## config.mk

```make
export PLATFORM = sky130hd
export DESIGN_NAME = gcg_ram
export DESIGN_NICKNAME = d
export VERILOG_FILES = /design/src/gcg_ram.sv
export SDC_FILE = /design/constraint.sdc
export NUM_CORES = 2
export LEC_CHECK = 0
export ABC_CLOCK_PERIOD_IN_PS = 3700
export BUFFER_PORTS_ARGS = -buffer_cell sky130_fd_sc_hd__buf_2
export CAP_MARGIN = 20
export CORE_AREA = 2 2 634 636
export CTS_CLUSTER_SIZE = 40
export DETAILED_ROUTE_END_ITERATION = 16
export DIE_AREA = 0 0 636 638
export GPL_TIMING_DRIVEN = 0
export HOLD_SLACK_MARGIN = 0.05
export PLACE_DENSITY = 0.53
export REMOVE_ABC_BUFFERS = 1
export SLEW_MARGIN = 0
export SYNTH_ARGS = -nofsm -noshare
export SYNTH_HDL_FRONTEND = slang
export SYNTH_SLANG_ARGS = --single-unit
```

## constraint.sdc

```tcl
create_clock -name clk_i -period 3.7 [get_ports clk_i]
set_input_delay 0.37 -clock clk_i [delete_from_list [all_inputs] [get_ports clk_i]]
set_output_delay 0.37 -clock clk_i [all_outputs]
set_load 0.1 [all_outputs]
```

## src/gcg_ram.sv

```systemverilog
// Generic single-clock RAM with one write port and one registered read port.
`timescale 1ns / 1ps

module gcg_ram #(
  parameter int unsigned WIDTH = 16,
  parameter int unsigned DEPTH = 256,
  localparam int unsigned AW   = $clog2(DEPTH)
) (
  input  logic             clk_i,
  input  logic             we_i,
  input  logic [AW-1:0]    waddr_i,
  input  logic [WIDTH-1:0] wdata_i,
  input  logic             re_i,
  input  logic [AW-1:0]    raddr_i,
  output logic [WIDTH-1:0] rdata_o
);

  logic [WIDTH-1:0] mem [DEPTH];
  logic [WIDTH-1:0] rdata_q;

  always_ff @(posedge clk_i) begin
    if (we_i) begin
      mem[waddr_i] <= wdata_i;
    end
    if (re_i) begin
      rdata_q <= mem[raddr_i];
    end
  end

  assign rdata_o = rdata_q;

endmodule

```

==> flow_summary.yaml <==
logic_synthesis:
  muxShareOfSynthArea: 0.155
  yosys.area.top_type: "edfxtp_1"
  yosys_warnings: 0
  yosys.area_share.simple: 0.0157
  syn_area_mm2: 0.159
  synth_ff_type: "edfxtp_1"
  synth.top_cells.by_area: "edfxtp_1 78%, mux4_2 11%, mux2i_1 3.6%, o221ai_1 1.4%, nor2_1 0.72%"
  synth_top_area_frac: 0.777
  async_reset_ff_frac: 0
  synth_xor_area_frac: 0
  yosysUniqueCellTypes: 51
  synth_compound_gate_area_share: 0.0353
  synth.yosys.seq_area_share: 0.777
  netlist_instances: 7360
  synth.ff_latch_count: 4112
  synth_edf_count: 4112
  synth_top_family_by_area: "multiplexers"
  avgSynthCellArea_um2: 21.6
  synth_fa_ha_area_frac: 0
die:
  die_h_um: 638
  ios: 51
  core_region_area_mm2: 0.399
  fp.dieW_um: 636
  die_area_mm2: 0.406
  start_util: 0.399
  rows: 232
sta:
  timing.final.ws_setup_ns: -0.0487
  worst_pin_slew_ns: 1.13
  slew_viol_final: 0
  relSlewSlack: 0.242
  setup_tns_ns: -0.101
  period_share: 1.01
  fin_crit_ns: 3.75
  hold_ws_ns: 0.0861
  setup_violations: 6
  fmax_mhz: 267
  skew_ns: 0.0483
  rsz0062_at_grt: "no"
  hold_viol: 0
place:
  placed_cells: 12600
  dpl-instance-area_mm2: 0.171
  dp_hpwl_um: 261000
  placement.io_buffers: 50
  gp_congestion: 0.816
clock_network:
  post-cts-setup-buffers: 0
  root_buffer: "clkbuf_16"
  path_clk_slew_ns: 0.06
  clock-sinks: 4112
  cts-buffers-inserted: 423
  clockBufferDepth: 4
  cts.htree.levels: 5
  clkLatencyLatePin_ns: 1.00
  cts_tree: "yes"
power_and_ir_drop:
  p_per_area_mw_per_mm2: 533
  power.total_mw: 99.3
  p_leak_nw: 58.5
  ir_drop_mv: 0.406
min_path:
  hold_class: "primary input to flip-flop"
  holdPathStages: 3
  hold_end: "mem[199][1]"
  min-delay-start: "waddr_i[6]"
worst_setup_path:
  path_class: "primary input to flip-flop"
  endpoint_kind: "flip-flop"
  worstPathRequired_ns: 4.36
  worst_r2r_startpoint: "mem[139][13]"
  startpoint: "raddr_i[2]"
  r2r_slack_ns: 0.50
  arrival_ns: 4.41
  cp-start-kind: "primary input"
  critPathMaxStageDelay_ns: 0.77
  crit_path_max_fanout: 59
  rr_endpoint: "rdata_o[13]"
  critPathMostFrequentCell: "buf_16"
  r2r.worst_path.cells: 8
  crit_chain: "buf_8 -> buf_16 -> nand2b_4 -> buf_12 -> buf_16 -> buf_16 -> o221ai_1 -> o22ai_1 -> nor3_2 -> nor3_1 -> nor4_4"
  slowest_stage: "nor3_1"
run:
  maxCapViolations: 0
finish:
  final_cells: 13400
  fin_area_mm2: 0.186
  syn_to_final_growth_pct: 17.2
  layout.nets: 7848
  final_layout_size_suffix_gt1_frac: 0.282
routing:
  vias: 78000
  drtIter0Drc: 8300
  wire_per_inst_um: 32.3
  viasPerCell: 5.80
  ant_nets: 0
  totalWireLength_um: 434000
  drt_first_pass_iters: 6
  drt_drc_violations_left: 0
grt:
  track_usage: 0.210
  antenna_found_initial: 28
  grt_max_degree: 149
  grt_pass1_wl_um: 607000
  grt-ovfl-total: 0
  grt_pass1_vias: 78300
outcome:
  status: "finished, violations left"
  violations: "setup timing"
## layout make-up
class                           instances  area, µm²
Sequential cell                      4112     123000
Clock buffer                          508      11000
Multi-Input combinational cell       2796      34100
Timing Repair Buffer                  476       8250
Antenna cell                           14       35.0
Clock inverter                        270       2740
Fill cell                           32600     212000
Inverter                                4       30.0
Tap cell                             5265       6590
## cell families after synthesis
logic type,count (synthesis)
simple gates,556
buf+inv,456
mux,1450
compound gates,786
flops,4112
## synthesized netlist by cell type, types with 3 or more instances
library cell / count
a22oi_1: 43
buf_8: 11
clkbuf_1: 230
buf_2: 76
nand3_1: 35
o21ai_0: 37
mux2i_1: 565
o31ai_1: 16
buf_12: 5
nand4_1: 26
buf_1: 27
nor3_1: 92
or2_2: 4
o22ai_1: 148
edfxtp_1: 4112
nor2b_1: 9
a22o_1: 32
buf_4: 26
nand2b_1: 3
mux4_2: 797
nand2_1: 38
mux2_2: 88
a31oi_1: 6
nor4_1: 17
nand4b_1: 3
nor2_1: 304
a2111oi_0: 6
and3_1: 11
a211oi_1: 18
o221ai_1: 252
buf_6: 77
inv_1: 3
a221oi_1: 28
o32ai_1: 20
a21oi_1: 175
## placed cells by master (no fill, tap or decap), types with 71 or more instances in the layout
| cell type | n |
|---|---|
| edfxtp_1 | 4112 |
| mux4_2 | 797 |
| mux2i_1 | 565 |
| clkbuf_16 | 431 |
| nor2_2 | 256 |
| o221ai_1 | 250 |
| buf_8 | 249 |
| a21oi_1 | 168 |
| o22ai_1 | 148 |
| clkinv_1 | 115 |
| buf_16 | 106 |
| mux2_2 | 88 |
| clkbuf_1 | 79 |
| clkinv_2 | 72 |
| nor3_1 | 71 |
## sequential cells by signal, indices dropped and copies added, names as in the netlist
| register | cells |
|---|---|
| rdata_o | 16 |
| mem | 4096 |
## what timing repair did
item,in CTS,in global routing
pin swaps,5,1
setup endpoints to repair,16,15
hold buffers,17,0
gates cloned,26,2
hold endpoints to repair,1005,0
gates resized for setup,84,11
## report_power, final
group	switching [mW]	internal, mW	total [mW]	leakage, nW
Sequential	0.0260	51.4	51.4	37.0
Clock	17.9	24.6	42.5	6.71
Combinational	3.55	1.83	5.38	14.8
Total	21.5	77.8	99.3	58.5
## critical path: cells and delay by family
family / cells / cell delay (ns)
AOI/OAI and AO/OA: 2 / 0.60
buffers and inverters: 5 / 1.56
and+or+nand+nor: 4 / 1.50
## per-layer routing
layer | share of wire | up-vias | GRT usage
met3 | 0.065 | 678 | 0.0326
li1 | - | 32300 | -
met2 | 0.48 | 2771 | 0.341
met5 | 0.000092 | - | 0
met1 | 0.41 | 42200 | 0.289
met4 | 0.039 | 6 | 0.0767
## through the flow
stage	setup WS, ns	utilization
floorplan	-3.30	-
global placement	-58.30	0.409
detailed placement	-3.44	0.429
CTS	0.00178	0.467
global route	0.00726	0.467
finish	-0.0487	0.467
## worst max path at each step
stage               cells after the start         end
finish                                 11  rdata_o[6]
global route                           11  rdata_o[6]
CTS                                    11  rdata_o[3]
detailed placement                     12  rdata_o[6]
global placement                        7  rdata_o[1]
floorplan                               6  rdata_o[4]
No activity file was read; power rests on OpenSTA's default activity.
