$ cat src/gcg_pkg.sv
// Shared constants and types of the glimpse crop gather core.
`timescale 1ns / 1ps

package gcg_pkg;

  localparam int unsigned IMAGE_WORDS   = 65536;
  localparam bit          CHANNEL_FIRST = 1'b0;
  localparam int unsigned ADDR_W        = $clog2(IMAGE_WORDS);

  localparam int unsigned DATA_W     = 16;
  localparam int unsigned COORD_IN_W = 16;
  localparam int unsigned EXT_W      = 9;
  localparam int unsigned CH_W       = 5;
  localparam int unsigned WIN_W      = 7;
  localparam int unsigned STEP_W     = 5;
  localparam int unsigned IDX_W      = 6;
  localparam int unsigned CHAN_W     = 4;
  localparam int unsigned LOAD_W     = 16;

  localparam int unsigned A1_W = 2 * EXT_W + 1;
  localparam int unsigned A2_W = A1_W + EXT_W;
  localparam int unsigned A3_W = A2_W + EXT_W;

  localparam int unsigned CFG_IDX_W  = 4;
  localparam int unsigned CFG_DATA_W = 9;

  localparam logic MODE_LOAD  = 1'b0;
  localparam logic MODE_QUERY = 1'b1;

  typedef enum logic [CFG_IDX_W-1:0] {
    CFG_IMAGE_LENGTH  = 4'd0,
    CFG_IMAGE_HEIGHT  = 4'd1,
    CFG_IMAGE_WIDTH   = 4'd2,
    CFG_CHANNEL_COUNT = 4'd3,
    CFG_WINDOW_LENGTH = 4'd4,
    CFG_WINDOW_HEIGHT = 4'd5,
    CFG_WINDOW_WIDTH  = 4'd6,
    CFG_STEP_SIZE     = 4'd7
  } cfg_reg_e;

  typedef struct packed {
    logic                     mode;
    logic [LOAD_W-1:0]        load_address;
    logic signed [DATA_W-1:0] load_value;
    logic [CHAN_W-1:0]        channel_index;
  } item_t;

  typedef struct packed {
    logic signed [COORD_IN_W-1:0] center_depth;
    logic signed [COORD_IN_W-1:0] center_row;
    logic signed [COORD_IN_W-1:0] center_col;
    logic [IDX_W-1:0]             win_depth_index;
    logic [IDX_W-1:0]             win_row_index;
    logic [IDX_W-1:0]             win_col_index;
  } query_t;

  typedef struct packed {
    logic signed [DATA_W-1:0] pixel_value;
    logic                     out_of_range;
  } result_t;

endpackage

$ cat src/gcg_axis.sv
// Two-stage window offset and edge clamp of one sampling axis.
`timescale 1ns / 1ps

module gcg_axis (
  input  logic                                   clk_i,
  input  logic                                   en_i,
  input  logic signed [gcg_pkg::COORD_IN_W-1:0]  center_i,
  input  logic [gcg_pkg::WIN_W-1:0]              win_i,
  input  logic [gcg_pkg::IDX_W-1:0]              idx_i,
  input  logic [gcg_pkg::STEP_W-1:0]             step_i,
  input  logic [gcg_pkg::EXT_W-1:0]              extent_i,
  output logic [gcg_pkg::EXT_W-1:0]              coord_o
);

  localparam int unsigned OFFS_W = gcg_pkg::IDX_W + 2;
  localparam int unsigned PROD_W = OFFS_W + gcg_pkg::STEP_W + 1;
  localparam int unsigned POS_W  = gcg_pkg::COORD_IN_W + 2;

  logic signed [OFFS_W-1:0]              offs;
  logic signed [PROD_W-1:0]              prod_d, prod_q;
  logic signed [gcg_pkg::COORD_IN_W-1:0] center_q;
  logic signed [POS_W-1:0]               pos;
  logic [gcg_pkg::EXT_W-1:0]             coord_d, coord_q;

  assign offs   = $signed({2'b00, win_i[gcg_pkg::WIN_W-1:1]}) - $signed({2'b00, idx_i});
  assign prod_d = offs * $signed({1'b0, step_i});
  assign pos    = center_q - prod_q;

  always_comb begin
    if (pos[POS_W-1]) begin
      coord_d = '0;
    end else if (pos >= $signed({{(POS_W - gcg_pkg::EXT_W){1'b0}}, extent_i})) begin
      coord_d = extent_i - gcg_pkg::EXT_W'(1);
    end else begin
      coord_d = pos[gcg_pkg::EXT_W-1:0];
    end
  end

  always_ff @(posedge clk_i) begin
    if (en_i) begin
      prod_q   <= prod_d;
      center_q <= center_i;
      coord_q  <= coord_d;
    end
  end

  assign coord_o = coord_q;

endmodule

$ cat config.mk
export PLATFORM = sky130hd
export DESIGN_NAME = gcg_axis
export DESIGN_NICKNAME = d
export VERILOG_FILES = /design/src/gcg_pkg.sv /design/src/gcg_axis.sv
export SDC_FILE = /design/constraint.sdc
export NUM_CORES = 1
export LEC_CHECK = 0
export BUFFER_PORTS_ARGS = -buffer_cell sky130_fd_sc_hd__buf_2
export CORE_MARGIN = 2
export CORE_UTILIZATION = 55
export CTS_BUF_LIST = sky130_fd_sc_hd__clkbuf_8
export CTS_CLUSTER_SIZE = 30
export DETAILED_ROUTE_END_ITERATION = 6
export GPL_ROUTABILITY_DRIVEN = 0
export PLACE_DENSITY = 0.89
export REMOVE_ABC_BUFFERS = 1
export SYNTH_ARGS = -nofsm -noshare
export SYNTH_HDL_FRONTEND = slang
export SYNTH_SLANG_ARGS = --single-unit
export TNS_END_PERCENT = 100
$ cat constraint.sdc
create_clock -name clk_i -period 4.9 [get_ports clk_i]
set_clock_uncertainty 0.2 [all_clocks]
set_input_delay 0 -clock clk_i [delete_from_list [all_inputs] [get_ports clk_i]]
set_output_delay 0 -clock clk_i [all_outputs]
set_load 0.02 [all_outputs]
==> flow_metrics.py <==
metrics = {
    "drt": {
        "drt_iter0_drc": 118,
        "viasPerCell": 5.363,
        "wirelength_microns": 8013,
        "firstDrtPassIters": 4,
        "drc_errors": 0,
        "vias": 3277,
        "wl_per_cell_microns": 13.11,
        "ant_nets": 0,
    },
    "setup_path": {
        "crit_path_start_kind": "input port",
        "crit_chain": "buf_2 -> inv_1 -> ha_1 -> inv_1 -> fa_1 -> a21o_1 -> a21oi_2 -> xnor2_1 -> and2_1 -> fa_1 -> inv_1 -> fa_1 -> fa_1 -> inv_1 -> ha_1 -> nor2b_1 -> o21ai_0 -> nand2b_1 -> a21o_1 -> a21oi_1 -> o21ai_0 -> xor2_1",
        "cp_num_buf_inv": 5,
        "end_kind": "register",
        "worst-setup-path-type": "in2reg",
        "worst_path_max_delay_cell": "fa_1",
        "critPathTopFamily": "adder cells",
        "critPathMaxFanout": 5,
        "cp_data_arrival_time_ns": 4.47,
        "cp.required_ns": 4.74,
        "cp_num_cells": 22,
        "critPathMaxStageDelay_ns": 0.54,
        "r2r_cells": 15,
    },
    "floorplanning": {
        "die-area_sq_um": 8224,
        "die_x_microns": 90.69,
        "fp.coreArea_sq_um": 7253,
        "pin_count": 54,
        "row_count": 31,
        "die_h_microns": 90.69,
        "start_util_pct": 56.98,
    },
    "clocking": {
        "path_clk_slew_ns": 0.08,
        "ctsRootBufferMaster": "clkbuf_8",
        "clock_sinks": 38,
        "cts_inserted_buffers": 5,
        "cts_max_level": 2,
        "clock_latency_ns": 0.30,
        "cts_tree": "done",
        "cts_buffer_depth": 2,
        "cts_post_setup_buffers_inserted": 0,
    },
    "sta": {
        "finalCritPeriodShare_pct": 94.52,
        "post-route-min-period_ns": 4.631,
        "hold_violations": 0,
        "worst_pin_slew_ns": 0.8171,
        "setup-violations-final": 0,
        "rsz0062_at_grt": "false",
        "fmax_mhz": 215.9,
        "slew-limit-headroom_pct": 45.53,
        "slew_viol_final": 0,
        "hold_ws_ns": 0.0004146,
    },
    "placed_design": {
        "dp_hpwl_microns": 6501,
        "place_area_sq_um": 4551,
        "io_buffers": 52,
    },
    "finish": {
        "fill_cells": 574,
        "final_common_cell": "inv_1",
        "area_growth_pct": 17.71,
        "drive_gt1_share_pct": 16.02,
        "diodes": 0,
        "fin_nets": 636,
        "stdcell_area_sq_um": 4865,
        "fin_util_pct": 67.07,
        "mostFrequentLayoutCells": "inv_1 (76), ha_1 (55), buf_2 (52)",
    },
    "global_routing": {
        "use_met3_pct": 2.504,
        "overflow": 0,
        "antenna_found_initial": 0,
        "grt_max_degree": 39,
        "grt_pass1_vias": 3290,
        "grt.total_usage_pct": 20.12,
        "grt_pass1_wl_microns": 13750,
        "grt_use_met2_pct": 40.98,
        "busiest_layer": "met2",
        "use_met1_pct": 21.03,
    },
    "yosys": {
        "synth-edff-count": 38,
        "syn_area_sq_um": 4133,
        "ys_seq_elements": 38,
        "synth_cell_type_count": 45,
        "synth_ff_type": "edfxtp_1",
        "yosys_warnings": 0,
        "synth-seq-area-share_pct": 27.61,
        "async_reset_ff_share_pct": 0,
        "syn_inst": 432,
        "syn_avg_cell_area_sq_um": 9.566,
    },
    "status": {
        "outcome": "finished clean",
    },
    "power": {
        "cellLeakagePower_nw": 2.268,
        "p_per_area_nw_per_um2": 514.1,
        "irDropWorstVdd_uv": 257.7,
        "total_power_w": 0.002501,
    },
    "job": {
        "max-cap-violations": 0,
    },
    "min_path": {
        "whs_path_depth": 4,
        "hold_path.class": "in2reg",
    },
}
-- stage by stage --
step / std cells / TNS, ns / worst slack [ns]
2_1_floorplan: 423 / 0 / 0.1330
3_3_place_gp: 584 / 0 / 0.07290
3_5_place_dp: 584 / -0.3560 / -0.2469
4_1_cts: 611 / 0 / 0.06915
5_1_grt: 611 / 0 / 0.007152
6_report: 611 / 0 / 0.2686
-- cell usage after synthesis (2+ instances only) --
cell type,instances,area share (%)
inv_1,76,6.9
mux2i_1,9,2.2
edfxtp_1,38,28
ha_1,55,17
a21o_1,8,1.5
o211ai_1,4,0.73
nand3_1,20,2.4
and2_1,31,4.7
nor2b_1,7,1.1
nor3_1,6,0.73
and3_1,2,0.30
fa_1,24,12
clkbuf_1,7,0.64
o21ai_0,11,1.3
a31oi_1,2,0.30
a21boi_0,2,0.36
nand4_1,7,1.1
nor2_1,14,1.3
o21a_1,4,0.73
nand2_1,15,1.4
a21oi_1,27,3.3
o2111ai_1,2,0.42
o21bai_1,3,0.54
a211oi_1,3,0.54
xnor2_1,22,4.7
nand3b_1,3,0.54
xor2_1,7,1.5
nand2b_1,6,0.91
-- flip-flops by register name (all words and copies together), names as in the netlist --
name / cells
coord_o: 9
prod_q: 13
center_q: 16
-- repair_timing --
action,CTS,global route
hold buffers,20,0
gates resized for setup,0,7
endpoints found under the hold margin,20,0
setup endpoints to repair,0,3
-- path summary, 6_finish.rpt --
path	start	slack, ns	end
min reg2reg	prod_q[0]	0.68	coord_o[0]
max reg2reg	center_q[0]	0.71	coord_o[6]
min	extent_i[6]	0.0004	coord_o[6]
max	win_i[1]	0.27	prod_q[11]
-- cells by family (layout without fill, tap and decap cells) --
logic type               count (synthesis)  after routing  synth area share (%)
flip-flops                              38             38                 27.61
adder cells (fa/ha/maj)                 79             79                 28.28
buffers and inverters                   85            165                 7.902
AO/OA/AOI/OAI                           76             76                 12.38
multiplexers                            10             10                 2.452
XOR/XNOR                                29             29                 6.146
AND/OR/NAND/NOR                        115            115                 15.23
-- report_power, final --
part           switching (W)  leakage (nW)  total, W  internal (W)
Combinational       0.000988          1.86   0.00177      0.000786
Clock               0.000112        0.0362  0.000209     0.0000970
Sequential         0.0000210         0.375  0.000518      0.000497
Total                0.00112          2.27   0.00250       0.00138
-- cell type report --
| type | instances | area, sq um | share of cell area, % |
|---|---|---|---|
| multi-input combinational | 309 | 2695 | 55.40 |
| clock buffer | 5 | 68.82 | 1.415 |
| clock inverter | 2 | 15.01 | 0.3086 |
| timing repair buffer | 82 | 535.5 | 11.01 |
| inverter | 76 | 285.3 | 5.864 |
| tap | 99 | 123.9 | 2.546 |
| sequential | 38 | 1141 | 23.46 |
-- metal layers --
metal  routed length (microns)  vias up
met2                      4427      102
met3                       336       15
met1                      3156     1526
met4                        92        0
li1                          -     1634
met5                         0        -
-- tightest hold or removal path: cells and delay by family --
family                 cells  cell delay [ns]
buffers and inverters      1             0.12
multiplexers               1             0.07
AND/OR/NAND/NOR            1             0.07
XOR/XNOR                   1             0.07
(Power assumes the default switching activity.)
