### src/gcg_pkg.sv
// Shared constants and types of the glimpse crop gather core.
`timescale 1ns / 1ps

package gcg_pkg;

  localparam int unsigned IMAGE_WORDS   = 65536;
  localparam bit          CHANNEL_FIRST = 1'b0;
  localparam int unsigned ADDR_W        = $clog2(IMAGE_WORDS);

  localparam int unsigned DATA_W     = 16;
  localparam int unsigned COORD_IN_W = 16;
  localparam int unsigned EXT_W      = 9;
  localparam int unsigned CH_W       = 5;
  localparam int unsigned WIN_W      = 7;
  localparam int unsigned STEP_W     = 5;
  localparam int unsigned IDX_W      = 6;
  localparam int unsigned CHAN_W     = 4;
  localparam int unsigned LOAD_W     = 16;

  localparam int unsigned A1_W = 2 * EXT_W + 1;
  localparam int unsigned A2_W = A1_W + EXT_W;
  localparam int unsigned A3_W = A2_W + EXT_W;

  localparam int unsigned CFG_IDX_W  = 4;
  localparam int unsigned CFG_DATA_W = 9;

  localparam logic MODE_LOAD  = 1'b0;
  localparam logic MODE_QUERY = 1'b1;

  typedef enum logic [CFG_IDX_W-1:0] {
    CFG_IMAGE_LENGTH  = 4'd0,
    CFG_IMAGE_HEIGHT  = 4'd1,
    CFG_IMAGE_WIDTH   = 4'd2,
    CFG_CHANNEL_COUNT = 4'd3,
    CFG_WINDOW_LENGTH = 4'd4,
    CFG_WINDOW_HEIGHT = 4'd5,
    CFG_WINDOW_WIDTH  = 4'd6,
    CFG_STEP_SIZE     = 4'd7
  } cfg_reg_e;

  typedef struct packed {
    logic                     mode;
    logic [LOAD_W-1:0]        load_address;
    logic signed [DATA_W-1:0] load_value;
    logic [CHAN_W-1:0]        channel_index;
  } item_t;

  typedef struct packed {
    logic signed [COORD_IN_W-1:0] center_depth;
    logic signed [COORD_IN_W-1:0] center_row;
    logic signed [COORD_IN_W-1:0] center_col;
    logic [IDX_W-1:0]             win_depth_index;
    logic [IDX_W-1:0]             win_row_index;
    logic [IDX_W-1:0]             win_col_index;
  } query_t;

  typedef struct packed {
    logic signed [DATA_W-1:0] pixel_value;
    logic                     out_of_range;
  } result_t;

endpackage

### src/gcg_addr.sv
// Three-stage multiply-add chain that flattens a sample position into a word address.
`timescale 1ns / 1ps

module gcg_addr (
  input  logic                          clk_i,
  input  logic                          en_i,
  input  logic [gcg_pkg::EXT_W-1:0]     p0_i,
  input  logic [gcg_pkg::EXT_W-1:0]     k0_i,
  input  logic [gcg_pkg::EXT_W-1:0]     q0_i,
  input  logic [gcg_pkg::EXT_W-1:0]     k1_i,
  input  logic [gcg_pkg::EXT_W-1:0]     q1_i,
  input  logic [gcg_pkg::EXT_W-1:0]     k2_i,
  input  logic [gcg_pkg::EXT_W-1:0]     q2_i,
  output logic [gcg_pkg::A3_W-1:0]      addr_o
);

  logic [gcg_pkg::A1_W-1:0]  a1_d, a1_q;
  logic [gcg_pkg::A2_W-1:0]  a2_d, a2_q;
  logic [gcg_pkg::A3_W-1:0]  a3_d, a3_q;
  logic [gcg_pkg::EXT_W-1:0] q1_q, q2_q, q2_qq;

  assign a1_d = gcg_pkg::A1_W'(p0_i) * gcg_pkg::A1_W'(k0_i) + gcg_pkg::A1_W'(q0_i);
  assign a2_d = gcg_pkg::A2_W'(a1_q) * gcg_pkg::A2_W'(k1_i) + gcg_pkg::A2_W'(q1_q);
  assign a3_d = gcg_pkg::A3_W'(a2_q) * gcg_pkg::A3_W'(k2_i) + gcg_pkg::A3_W'(q2_qq);

  always_ff @(posedge clk_i) begin
    if (en_i) begin
      a1_q  <= a1_d;
      q1_q  <= q1_i;
      q2_q  <= q2_i;
      a2_q  <= a2_d;
      q2_qq <= q2_q;
      a3_q  <= a3_d;
    end
  end

  assign addr_o = a3_q;

endmodule

### config.mk
export PLATFORM = sky130hd
export DESIGN_NAME = gcg_addr
export DESIGN_NICKNAME = d
export VERILOG_FILES = /design/src/gcg_pkg.sv /design/src/gcg_addr.sv
export SDC_FILE = /design/constraint.sdc
export NUM_CORES = 1
export LEC_CHECK = 0
export BUFFER_PORTS_ARGS = -buffer_cell sky130_fd_sc_hd__buf_2
export CAP_MARGIN = 10
export CORE_MARGIN = 3
export CORE_UTILIZATION = 30
export DETAILED_ROUTE_END_ITERATION = 16
export GPL_ROUTABILITY_DRIVEN = 0
export PLACE_DENSITY = 0.43
export SLEW_MARGIN = 20
export SYNTH_ARGS = -nofsm -noshare
export SYNTH_HDL_FRONTEND = slang
export SYNTH_SLANG_ARGS = --single-unit
### constraint.sdc
create_clock -name clk_i -period 7.25 [get_ports clk_i]
set_input_delay 1.45 -clock clk_i [delete_from_list [all_inputs] [get_ports clk_i]]
set_output_delay 1.45 -clock clk_i [all_outputs]
set_load 0.01 [all_outputs]
==> results_dict.tcl, run 1 <==
set metrics [dict create \
    hold_viol 0 \
    worstSetupPathType "primary input to flip-flop" \
    vias 13654 \
    finalClockSkew_ps 14.0 \
    grt_overflow 0 \
    fin_area_sq_um 22000 \
    grt_max_degree 70 \
    drcViolationCount 0 \
    wl_per_cell_um 16.4 \
    grt_pass1_wl_mm 80.4 \
    cp_max_fo 28 \
    fillers 6800 \
    cp.arrival_ps 6610 \
    post-route-worst-setup-slack_ps 794 \
    area_delta_synth_final_pct 9.07 \
    cp-start-kind "primary input" \
    yosys-top-cells-area "fa_1 37%, edfxtp_1 16%, ha_1 14%" \
    cts-buffers-inserted 9 \
    rr_endpoint "addr_o[34]$_DFFE_PP_" \
    post_cts_resized 0 \
    drt_iter0_drc 615 \
    start_util 0.305 \
    place_ws_ps 315 \
    hold_path.class "flip-flop to flip-flop" \
    rsz0062_at_grt "no" \
    yosys.area.top_type "fa_1" \
    ff2ff_path_depth 20 \
    fp.coreArea_sq_um 66200 \
    crit_path_end "addr_o[34]$_DFFE_PP_" \
    cts_tree "yes" \
    ioPinCount 102 \
    status "finished clean" \
    syn-num-nets 2635 \
    drv_cap 0 \
    clkTransAtPathRegs_ps 90 \
    num_rows 94 \
    worst_pin_slew_ps 863 \
    holdBufCountCts 0 \
    clock-sinks 111 \
    relSlewSlack 0.425 \
    startpoint "k2_i[5]" \
    grt_usage 0.142 \
    wirelength_mm 48.0 \
    synth_edf_count 111 \
    drt_pass1_iterations 4 \
    clockBufferDepth 2 \
    crit_required_ps 7400 \
    report.final.slew_viol_count 0 \
    syn_inst 1981 \
    r2r-start "a2_q[7]$_DFFE_PP_" \
    antenna_left 0 \
    max_clock_freq_mhz 155 \
    min_period_over_period 0.891 \
    synth_ff_type "edfxtp_1" \
    crit_path_end_kind "flip-flop" \
    r2r_slack_ps 1430 \
    die_w_um 266 \
    clkLatencyLatePin_ps 400 \
    antenna_found_initial 3 \
    grt_pass1_vias 15222 \
    cts_setup_buffers 0 \
    nets 2707 \
    synth_top_cell_area_share 0.366 \
    ys_warn_count 0 \
    port_buffers 101 \
    synth_area_per_cell_sq_um 10.2 \
    dpl.hpwl_mm 40.7 \
    ys_ff_latch 111 \
    synth_cell_types 59 \
    die_y_um 266 \
    mappedNetlistArea_sq_um 20200 \
    finalCriticalPeriod_ps 6460 \
    htree_levels 3 \
    setup_viol 0 \
    drive_above_1_share 0.0773 \
    synthArstFlopShare 0 \
    post_dp_cell_area_sq_um 21700 \
    via_per_inst 4.67 \
    root_buffer "clkbuf_16" \
    tns_ps 0 \
    ys_seq_area_frac 0.165 \
    fp.dieArea_sq_um 70500 \
]
## cell type report
cell class / instances / area (sq um) / share of cell area
clock inverters: 7 / 101 / 0.00460
flip-flops and latches: 111 / 3330 / 0.151
repair buffers: 116 / 633 / 0.0287
well taps: 864 / 1080 / 0.0490
diodes: 3 / 7.51 / 0.000341
multi-input cells: 1523 / 15600 / 0.706
clock buffers: 9 / 225 / 0.0102
inverters: 292 / 1100 / 0.0497
## worst min-delay path by stage
stage / from / to / slack [ps] / depth (start not counted)
2_1_floorplan: q2_q[0]$_DFFE_PP_ / q2_qq[0]$_DFFE_PP_ / 400 / 0
3_3_place_gp: q2_q[4]$_DFFE_PP_ / q2_qq[4]$_DFFE_PP_ / 410 / 0
3_5_place_dp: q2_q[4]$_DFFE_PP_ / q2_qq[4]$_DFFE_PP_ / 410 / 0
4_1_cts: q2_q[3]$_DFFE_PP_ / q2_qq[3]$_DFFE_PP_ / 430 / 0
5_1_grt: q2_q[4]$_DFFE_PP_ / q2_qq[4]$_DFFE_PP_ / 430 / 0
6_report: q2_q[3]$_DFFE_PP_ / q2_qq[3]$_DFFE_PP_ / 430 / 0
## layout by cell type (no fill, tap or decap), types with 27 or more instances in the layout
cell        n
a21o_1     27
a21oi_1    74
and2_1    290
buf_2     100
edfxtp_1  111
fa_1      369
ha_1      220
inv_1     292
nand2_1   259
nor2_1     27
o21ai_0    29
xnor2_1    45
## synth_stat cells (all sizes together) (3+ instances only)
master  number
a211o        3
a211oi      10
a21o        27
a21oi       76
a311oi       3
a31oi       14
a41oi        3
and2       290
and3         7
buf          3
clkbuf      52
edfxtp     111
fa         369
ha         220
inv        292
nand2      259
nand2b       3
nand3       14
nand4        4
nor2        27
nor2b        7
nor3         9
nor3b        3
nor4         4
o211ai       3
o21a        13
o21ai       42
o21bai      11
o31ai        6
or2          3
xnor2       45
xor2        26
## stage by stage
step | hold slack (ps) | util | instances
floorplan | 400 | - | 1981
global placement | 409 | 0.328 | 2906
detailed placement | 409 | 0.328 | 2906
CTS | 430 | 0.333 | 2922
global route | 431 | 0.333 | 2923
finish | 425 | 0.333 | 2925
## registers in the layout (all words and copies together), names as in the netlist
| register | cells |
|---|---|
| q1_q | 9 |
| a1_q | 19 |
| q2_qq | 9 |
| a2_q | 28 |
| q2_q | 9 |
| addr_o | 37 |
## worst max-delay path, cell delays in order
cell and delay [ps]:
buf_2 280, and2_1 240, fa_1 390, fa_1 510, inv_1 60, fa_1 530, inv_1 50, fa_1 470
inv_1 50, fa_1 470, inv_1 40, ha_1 350, o211ai_1 130, nor2_1 200, a41oi_2 150, o21ai_2 380
a31oi_4 180, o31ai_4 380, a311oi_2 150, xnor2_1 140
## routing by layer
metal | vias up | global-route usage | wire length, um
met5 | - | 0 | 0
li1 | 6458 | - | -
met3 | 37 | 0.0151 | 1170
met1 | 6986 | 0.185 | 21900
met4 | 0 | 0.0374 | 742
met2 | 173 | 0.252 | 24200
## logic make-up after synthesis
group / count (synthesis) / synth area share
simple gates: 636 / 0.161
fa+ha+maj: 589 / 0.502
buf+inv: 347 / 0.0649
compound gates: 226 / 0.0766
flops: 111 / 0.165
xor+xnor: 71 / 0.0308
mux: 1 / 0.000495
Power of run 1 is not shown: default switching activity piles up to over one toggle a cycle in this logic, so the estimate is an artifact.
==> run 2, diff against run 1 <==
BUFFER_PORTS_ARGS = -buffer_cell sky130_fd_sc_hd__clkbuf_2   (was -buffer_cell sky130_fd_sc_hd__buf_2)
CTS_CLUSTER_DIAMETER = 80   (was not set)
==> results_dict.tcl, run 2 (synthesized netlist as in run 1, its figures left out) <==
set metrics [dict create \
    status "finished clean" \
    grt_max_degree 70 \
    grt_pass1_wl_mm 81.8 \
    clkTransAtPathRegs_ps 90 \
    fp.coreArea_sq_um 66200 \
    drive_above_1_share 0.0795 \
    worstSetupPathType "primary input to flip-flop" \
    setup_viol 0 \
    wirelength_mm 48.8 \
    drt_iter0_drc 553 \
    post_cts_resized 0 \
    drcViolationCount 0 \
    utilization 0.333 \
    dpl.hpwl_mm 40.9 \
    via_per_inst 4.64 \
    antenna_left 0 \
    relSlewSlack 0.400 \
    die_y_um 266 \
    cts-buffers-inserted 9 \
    largest_reg_flops 37 \
    min_period_over_period 0.895 \
    nets 2713 \
    area_delta_synth_final_pct 9.07 \
    antenna_found_initial 2 \
    drv_cap 0 \
    finalClockSkew_ps 14.4 \
    die_w_um 266 \
    crit_required_ps 7390 \
    drt_pass1_iterations 5 \
    max_clock_freq_mhz 154 \
    clkLatencyLatePin_ps 390 \
    finalCriticalPeriod_ps 6490 \
    cp-start-kind "primary input" \
    report.final.slew_viol_count 0 \
    rsz0062_at_grt "no" \
    clock-sinks 111 \
    layout_commonest_cell "fa_1" \
    cp.arrival_ps 6620 \
    cp_max_fo 27 \
    port_buffers 101 \
    grt_usage 0.144 \
    htree_levels 3 \
    n_antenna_cell 0 \
    cts_tree "yes" \
    worst_pin_slew_ps 900 \
    hold_viol 0 \
    fp.dieArea_sq_um 70500 \
    tns_ps 0 \
    holdBufCountCts 0 \
    grt_overflow 0 \
    clockBufferDepth 2 \
    wl_per_cell_um 16.7 \
    crit_path_end_kind "flip-flop" \
    hold_path.class "flip-flop to flip-flop" \
    ioPinCount 102 \
    grt_pass1_vias 15549 \
    vias 13595 \
    root_buffer "clkbuf_16" \
    layout_common_cells "369 x fa_1, 292 x inv_1, 290 x and2_1" \
    num_rows 94 \
    cts_setup_buffers 0 \
    start_util 0.305 \
]
[run 2: cell count changes in the layout (fill, tap and decap cells not counted)]
cell | previous run | this run
clkinv_1 | 0 | 1
clkinv_8 | 3 | 2
inv_12 | 2 | 0
inv_8 | 1 | 2
buf_4 | 15 | 22
clkbuf_2 | 0 | 100
clkinv_4 | 0 | 1
buf_12 | 1 | 0
diode_2 | 3 | 0
buf_2 | 100 | 0
[run 2: metrics by stage]
step	cell area, sq um	setup WS [ps]	std cells	hold WS [ps]
3_3_place_gp	21700	458	2912	406
4_1_cts	22000	785	2928	423
6_report	22000	764	2928	421
3_5_place_dp	21700	339	2912	405
2_1_floorplan	20200	641	1981	400
5_1_grt	22000	539	2928	431
[run 2: critical path, cell delays in order]
cell	delay, ps
clkbuf_2	130
buf_4	320
nand2_1	140
fa_1	570
inv_1	50
fa_1	490
fa_1	560
fa_1	420
fa_1	440
ha_1	360
nand2_1	100
nor2_1	200
a41oi_2	150
o21ai_2	370
a31oi_4	190
o31ai_4	380
a311oi_2	150
xnor2_1	140
[run 2: area by class of cell]
class	instances	area (sq um)
tap	864	1080
timing repair buffer	122	666
multi-input combinational	1523	15600
clock buffer	9	225
inverter	292	1100
sequential	111	3330
clock inverter	7	76.3
fill	6830	44200
[run 2: path summary, 6_finish.rpt]
path                                         from              endpoint  slack (ps)  depth (start not counted)
worst max-delay path                      k2_i[0]  addr_o[34]$_DFFE_PP_         760                         18
worst min-delay path            q2_q[2]$_DFFE_PP_    q2_qq[2]$_DFFE_PP_         420                          0
worst max register to register  a2_q[7]$_DFFE_PP_  addr_o[34]$_DFFE_PP_        1390                         20
worst min register to register  q2_q[2]$_DFFE_PP_    q2_qq[2]$_DFFE_PP_         420                          0
[run 2: metal layers]
layer	vias to the layer above	GRT usage	share of wire
met1	6885	0.191	0.47
met2	198	0.253	0.49
met4	0	0.0359	0.019
li1	6463	-	-
met5	-	0	0
met3	49	0.0153	0.027
Power of run 2 is left out for the same reason.
